$ cat src/rtl/core/fgq_pkg.sv
// Shared types, codes and default sizes for the feature grid area query block.
// Used by every other module under rtl/core but fgq_ram; depends on nothing.
package fgq_pkg;

    localparam int MAX_POINTS_DEF       = 2048;
    localparam int MAX_GRID_COLUMNS_DEF = 64;
    localparam int MAX_GRID_ROWS_DEF    = 64;
    localparam int MAX_HITS_DEF         = 64;

    localparam int COORD_W    = 16;
    localparam int CMD_W      = 2;
    localparam int STATUS_W   = 3;
    localparam int CFG_ADDR_W = 3;
    localparam int CFG_DATA_W = 16;
    localparam int GRID_IDX_W = 8;

    typedef enum logic [CMD_W-1:0] {
        CMD_INSERT = 2'd0,
        CMD_QUERY  = 2'd1,
        CMD_CLEAR  = 2'd2,
        CMD_NONE   = 2'd3
    } cmd_t;

    typedef enum logic [STATUS_W-1:0] {
        ST_INSERTED = 3'd0,
        ST_HIT      = 3'd1,
        ST_NO_HITS  = 3'd2,
        ST_OUTSIDE  = 3'd3,
        ST_FULL     = 3'd4,
        ST_CLEARED  = 3'd5
    } status_t;

    typedef enum logic [CFG_ADDR_W-1:0] {
        CFG_GRID_COLUMNS   = 3'd0,
        CFG_GRID_ROWS      = 3'd1,
        CFG_CELL_SIZE_LOG2 = 3'd2,
        CFG_ORIGIN_X       = 3'd3,
        CFG_ORIGIN_Y       = 3'd4
    } cfg_index_t;

    typedef enum logic [2:0] {
        OP_INSERT,
        OP_OUTSIDE,
        OP_QUERY,
        OP_NO_HITS,
        OP_CLEAR
    } op_kind_t;

    typedef enum logic [3:0] {
        BK_SWEEP,
        BK_IDLE,
        BK_INS_RD,
        BK_INS_WR,
        BK_Q_CELL,
        BK_Q_HEAD,
        BK_Q_PT,
        BK_Q_END,
        BK_RESULT
    } back_state_t;

    typedef struct packed {
        logic [6:0]         grid_columns;
        logic [6:0]         grid_rows;
        logic [2:0]         cell_size_log2;
        logic [COORD_W-1:0] origin_x;
        logic [COORD_W-1:0] origin_y;
    } grid_cfg_t;

    // Classified command handed from the front end to the back end.
    typedef struct packed {
        op_kind_t              kind;
        logic [COORD_W-1:0]    x;
        logic [COORD_W-1:0]    y;
        logic [COORD_W-1:0]    radius;
        logic [GRID_IDX_W-1:0] col_lo;
        logic [GRID_IDX_W-1:0] col_hi;
        logic [GRID_IDX_W-1:0] row_lo;
        logic [GRID_IDX_W-1:0] row_hi;
    } op_t;

endpackage

$ cat src/rtl/core/fgq_front.sv
// Front end: accepts input beats, bins inserts and clips query windows to cell
// ranges, and queues the classified commands. Depends on fgq_pkg.
module fgq_front
    import fgq_pkg::*;
#(
    parameter int MAX_GRID_COLUMNS = MAX_GRID_COLUMNS_DEF,
    parameter int MAX_GRID_ROWS    = MAX_GRID_ROWS_DEF
) (
    input  logic                 clk,
    input  logic                 rst_n,
    input  grid_cfg_t            cfg,
    input  logic                 s_tvalid,
    output logic                 s_tready,
    input  logic [3*COORD_W-1:0] s_tdata,
    input  logic [CMD_W-1:0]     s_tuser,
    output logic                 op_valid,
    input  logic                 op_ready,
    output op_t                  op
);

    logic [COORD_W-1:0] pos_x, pos_y, radius;
    logic [3:0]         shamt;
    logic [8:0]         eff_cols, eff_rows;
    logic [COORD_W-1:0] rel_x, rel_y, cell_x, cell_y;
    logic               outside;
    logic signed [19:0] rnd;
    logic signed [19:0] rq_x, lo_x, hi_x, fl_x, cl_x, min_x, max_x, lim_x;
    logic signed [19:0] rq_y, lo_y, hi_y, fl_y, cl_y, min_y, max_y, lim_y;
    logic               empty;
    op_t                op_in;
    logic               push, pop;

    op_t  fifo_reg [2];
    logic wr_ptr_reg, rd_ptr_reg;
    logic [1:0] cnt_reg;

    assign pos_x  = s_tdata[COORD_W-1:0];
    assign pos_y  = s_tdata[2*COORD_W-1:COORD_W];
    assign radius = s_tdata[3*COORD_W-1:2*COORD_W];

    always_comb
    begin
        shamt    = {1'b0, cfg.cell_size_log2} + 4'd4;
        eff_cols = (9'(cfg.grid_columns) > 9'(MAX_GRID_COLUMNS)) ?
                   9'(MAX_GRID_COLUMNS) : 9'(cfg.grid_columns);
        eff_rows = (9'(cfg.grid_rows) > 9'(MAX_GRID_ROWS)) ?
                   9'(MAX_GRID_ROWS) : 9'(cfg.grid_rows);

        // Insert binning.
        rel_x   = pos_x - cfg.origin_x;
        rel_y   = pos_y - cfg.origin_y;
        cell_x  = rel_x >> shamt;
        cell_y  = rel_y >> shamt;
        outside = (pos_x < cfg.origin_x) || (pos_y < cfg.origin_y) ||
                  (cell_x >= 16'(eff_cols)) || (cell_y >= 16'(eff_rows));

        // Query window: floor of the low edge, ceiling of the high edge.
        rnd   = $signed((20'd1 << shamt) - 20'd1);
        rq_x  = $signed({4'b0, pos_x}) - $signed({4'b0, cfg.origin_x});
        rq_y  = $signed({4'b0, pos_y}) - $signed({4'b0, cfg.origin_y});
        lo_x  = rq_x - $signed({4'b0, radius});
        hi_x  = rq_x + $signed({4'b0, radius});
        lo_y  = rq_y - $signed({4'b0, radius});
        hi_y  = rq_y + $signed({4'b0, radius});
        fl_x  = lo_x >>> shamt;
        cl_x  = (hi_x + rnd) >>> shamt;
        fl_y  = lo_y >>> shamt;
        cl_y  = (hi_y + rnd) >>> shamt;
        lim_x = $signed({11'b0, eff_cols}) - 20'sd1;
        lim_y = $signed({11'b0, eff_rows}) - 20'sd1;
        min_x = (fl_x < 20'sd0) ? 20'sd0 : fl_x;
        max_x = (cl_x > lim_x) ? lim_x : cl_x;
        min_y = (fl_y < 20'sd0) ? 20'sd0 : fl_y;
        max_y = (cl_y > lim_y) ? lim_y : cl_y;
        empty = (min_x > max_x) || (min_y > max_y);

        op_in.x      = pos_x;
        op_in.y      = pos_y;
        op_in.radius = radius;
        op_in.col_lo = min_x[GRID_IDX_W-1:0];
        op_in.col_hi = max_x[GRID_IDX_W-1:0];
        op_in.row_lo = min_y[GRID_IDX_W-1:0];
        op_in.row_hi = max_y[GRID_IDX_W-1:0];
        unique case (cmd_t'(s_tuser))
            CMD_INSERT:
            begin
                op_in.kind   = outside ? OP_OUTSIDE : OP_INSERT;
                op_in.col_lo = cell_x[GRID_IDX_W-1:0];
                op_in.row_lo = cell_y[GRID_IDX_W-1:0];
            end
            CMD_QUERY: op_in.kind = empty ? OP_NO_HITS : OP_QUERY;
            default:   op_in.kind = OP_CLEAR;
        endcase
    end

    // Two-entry queue between the front and back ends.
    assign s_tready = (cnt_reg != 2'd2);
    assign push     = s_tvalid && s_tready && (cmd_t'(s_tuser) != CMD_NONE);
    assign op_valid = (cnt_reg != 2'd0);
    assign pop      = op_valid && op_ready;
    assign op       = fifo_reg[rd_ptr_reg];

    always_ff @(posedge clk or negedge rst_n)
    begin
        if (!rst_n)
        begin
            wr_ptr_reg <= 1'b0;
            rd_ptr_reg <= 1'b0;
            cnt_reg    <= 2'd0;
        end
        else
        begin
            if (push)
            begin
                wr_ptr_reg <= ~wr_ptr_reg;
            end
            if (pop)
            begin
                rd_ptr_reg <= ~rd_ptr_reg;
            end
            cnt_reg <= cnt_reg + {1'b0, push} - {1'b0, pop};
        end
    end

    always_ff @(posedge clk)
    begin
        if (push)
        begin
            fifo_reg[wr_ptr_reg] <= op_in;
        end
    end

endmodule

$ cat config.mk
export PLATFORM = sky130hd
export DESIGN_NAME = fgq_front
export DESIGN_NICKNAME = d
export VERILOG_FILES = /design/src/rtl/core/fgq_pkg.sv /design/src/rtl/core/fgq_front.sv
export SDC_FILE = /design/constraint.sdc
export NUM_CORES = 1
export LEC_CHECK = 0
export ABC_CLOCK_PERIOD_IN_PS = 4100
export BUFFER_PORTS_ARGS = -buffer_cell sky130_fd_sc_hd__buf_2
export CAP_MARGIN = 10
export CORE_MARGIN = 2
export CORE_UTILIZATION = 55
export DETAILED_ROUTE_END_ITERATION = 8
export GPL_TIMING_DRIVEN = 0
export PLACE_DENSITY_LB_ADDON = 0.05
export SYNTH_ARGS = -nofsm -noshare
export SYNTH_HDL_FRONTEND = slang
export SYNTH_SLANG_ARGS = --single-unit
$ cat constraint.sdc
create_clock -name clk -period 4.1 [get_ports clk]
set_input_delay 0 -clock clk [delete_from_list [all_inputs] [get_ports clk]]
set_output_delay 0 -clock clk [all_outputs]
set_load 0.01 [all_outputs]
==> metrics <==
vias in the first global route 17510; area added between synthesis and finish 36.84%; required time of the critical path ~4.3 ns; fin. max-slew vios 0; Yosys warning total 0; crit path max fanout 6; Gate Count Post-Synth around 1900; run status finished with violations; fin crit share 207.1%; fin crit period ~8.5 ns; Initial Utilization 55.97%; final worst slack -4.389 ns; hold crit path type in -> reg; R2R depth 5; Fill cells between 2000 and 2500; WL met3 between 6 and 7 mm; Final Setup Violations 48; switching part of the total ~46%; commonest non-fill, non-tap cell in the layout buf_2; most frequent cells in the layout buf_2 (186), edfxtp_1 (166), ha_1 (158); met2 wire length a little over 30 mm; global route total overflow 0; Worst setup startpoint s_tdata[2]; Placer Congestion 1.018; DRT met1 WL 26.11 mm; total die area 33650 um^2; Iter 0 DRT Violations between 1500 and 2000; average vias per placed instance about 6.5; clock root cell clkbuf_16; initial antenna violation count 0; Max H-tree Level 4; power density cells 628.3 nW/um^2; # rows 65; Die X-Extent ~180 um; Avg WL per Cell around 25 um; number of flops mapped to enable cells by yosys ~170; internal power about 0.0083 W; drt pass-1 iters 8; nets@finish between 2000 and 3000; syn avg cell area 9.364 um^2; RSZ-0062 raised after global routing yes; Ports roughly 190; CTS Buf Count 17; Peak VDD IR between 0.0006 and 0.0007 V; number of flip-flops in the largest register roughly 170; biggest cell delay along the critical path roughly 0.53 ns; drt total wl between 60 and 70 mm; IO Port Bufs between 150 and 200; fraction of layout cells with a size suffix above 1 a little over a third; uppermost layer routed met4; Max-cap violations 0; Slew HR 30.13%; fmax about 120 MHz; LEAKAGE about 10 nW; CTS sink cnt 170; library cells used by synthesis 79; Top FF cell, synth edfxtp_1; Die H around 180 um; end point of the critical path fifo_reg[1][80]; Setup crit end kind register; crit path launch type primary input; Psw roughly 0.007 W; Core ar. approximately 32000 um^2; Post-Syn Area roughly 18000 um^2; register area share after synthesis between 20% and 30%; WP data arrival around 8.7 ns; Logic pwr share between 70 and 80%; Skew-Pair Late Insertion Delay between 0.4 and 0.5 ns; Flop pwr share 16.3%; Util after Layout between 70% and 80%; Async S/R FF share, synth between 2 and 2.5%; via total after detailed routing roughly 18000; R2R Setup Slk roughly 2.1 ns; Slowest-stage cell, CP fa_1; Longest Clk Path Bufs 2; clock network power share approximately 11%; Routed Antenna Nets 0; first-pass GRT wire length about 99 mm; Final Skew approximately 0.013 ns; worst flop-to-flop path startpoint cnt_reg[1]; CTS tree done; GRT Overall Usage between 30 and 40%; Worst-Margin Slew about 1.0 ns; Design Power ~0.015 W; Crit Path Category in -> reg; Reg clk slew, reported paths ~0.070 ns; failing checks setup timing; detailed placement HPWL around 47 mm; Synth Register Bits 170; Worst R2R End fifo_reg[1][48]; # DRC 0; final hold violations 0; largest net degree at the start of global routing 61
critical path: cells and delay by family:
kind            cells  cell delay [ns]
xor+xnor            1             0.28
simple gates        8             1.70
compound gates     16             3.53
mux                 2             0.76
buf+inv             5             0.61
fa+ha+maj           5             1.82
worst min-delay path by stage:
| stage | start | to | slack [ns] | cells after the start |
|---|---|---|---|---|
| 5_1_grt | s_tuser[0] | fifo_reg[0][81] | 0.03 | 2 |
| 3_5_place_dp | rst_n | rd_ptr_reg | -0.19 | 1 |
| 3_3_place_gp | rst_n | rd_ptr_reg | -0.19 | 1 |
| 2_1_floorplan | rst_n | cnt_reg[0] | -0.30 | 0 |
| 4_1_cts | s_tuser[0] | fifo_reg[0][81] | 0.02 | 2 |
| 6_report | s_tuser[0] | fifo_reg[0][81] | 0.03 | 2 |
final cells by class:
class | instances | area, um^2 | area share (%)
multi-input combinational | 1509 | 13980 | 57.69
sequential | 170 | 5085 | 20.98
clock inverter | 14 | 163.9 | 0.6764
tap | 402 | 503.0 | 2.076
inverter | 162 | 644.4 | 2.659
timing repair buffer | 405 | 3002 | 12.39
antenna | 1 | 2.502 | 0.01033
clock buffer | 17 | 425.4 | 1.756
buffer | 72 | 427.9 | 1.766
synth_stat cells (19+ instances only):
| master | n | area [um^2] |
|---|---|---|
| a31oi_1 | 19 | 118.9 |
| a21o_1 | 39 | 292.8 |
| clkbuf_1 | 60 | 225.2 |
| nand2_1 | 136 | 510.5 |
| nand3_1 | 40 | 200.2 |
| a211oi_1 | 24 | 180.2 |
| ha_1 | 196 | 2452 |
| nor2_1 | 112 | 420.4 |
| inv_1 | 159 | 596.8 |
| o211ai_1 | 19 | 142.6 |
| xnor2_1 | 51 | 446.7 |
| xor2_1 | 25 | 219.0 |
| mux2_2 | 115 | 1295 |
| a21oi_1 | 130 | 650.6 |
| nand4_1 | 23 | 143.9 |
| o21ai_0 | 94 | 470.5 |
| o21a_1 | 40 | 300.3 |
| edfxtp_1 | 166 | 4985 |
| mux2i_1 | 62 | 620.6 |
| fa_1 | 32 | 640.6 |
| nor3_1 | 41 | 205.2 |
cells by family (layout without fill, tap and decap cells):
family	Yosys count	after routing	synth area share, %
and+or+nand+nor	464	464	12.53
xor gates and xnor gates	82	82	4.487
AOI/OAI and AO/OA	519	519	19.73
DFF	170	170	28.71
other	2	32	0.04241
adders and majority gates	228	228	17.47
buffers and inverters	241	670	5.193
muxes	185	185	11.83
what timing repair did:
| action | 4_1_cts | 5_1_grt |
|---|---|---|
| pin swaps | 92 | 54 |
| resized for setup | 296 | 166 |
| setup endpoints to repair | 66 | 66 |
| gates cloned | 0 | 1 |
| buffers inserted | 134 | 55 |
| endpoints found under the hold margin | 106 | 0 |
| hold buffers | 53 | 0 |
power by group through the flow:
stage	Clock [W]	Combinational (W)	Sequential, W
floorplan	0	0.00579	0.00251
global placement	0	0.00787	0.00254
detailed placement	0	0.00808	0.00252
CTS	0.00169	0.00986	0.00248
global route	0.00174	0.0117	0.00252
finish	0.00169	0.0111	0.00249
per-layer routing:
metal  up-vias  GRT usage (%)
li1       7901              -
met1      8686          48.36
met2      1087          62.94
met3       269          8.716
met4         0          21.89
met5         -              0
metrics by stage:
step                      hold WS, ns  cells  setup WS, ns  TNS [ns]  cell area (um^2)
after floorplan               -0.2956   1920        -3.743    -70.62             18280
after global placement        -0.1890   2507        -6.465   -212.50             19710
after detailed placement      -0.1857   2510        -6.306   -162.91             19800
after CTS                     0.01620   2721        -4.047    -83.30             23300
after global routing          0.02968   2751        -4.513    -91.63             24230
final                         0.02850   2752        -4.389    -86.83             24230
Note: power is estimated with default switching activity, not from simulation.
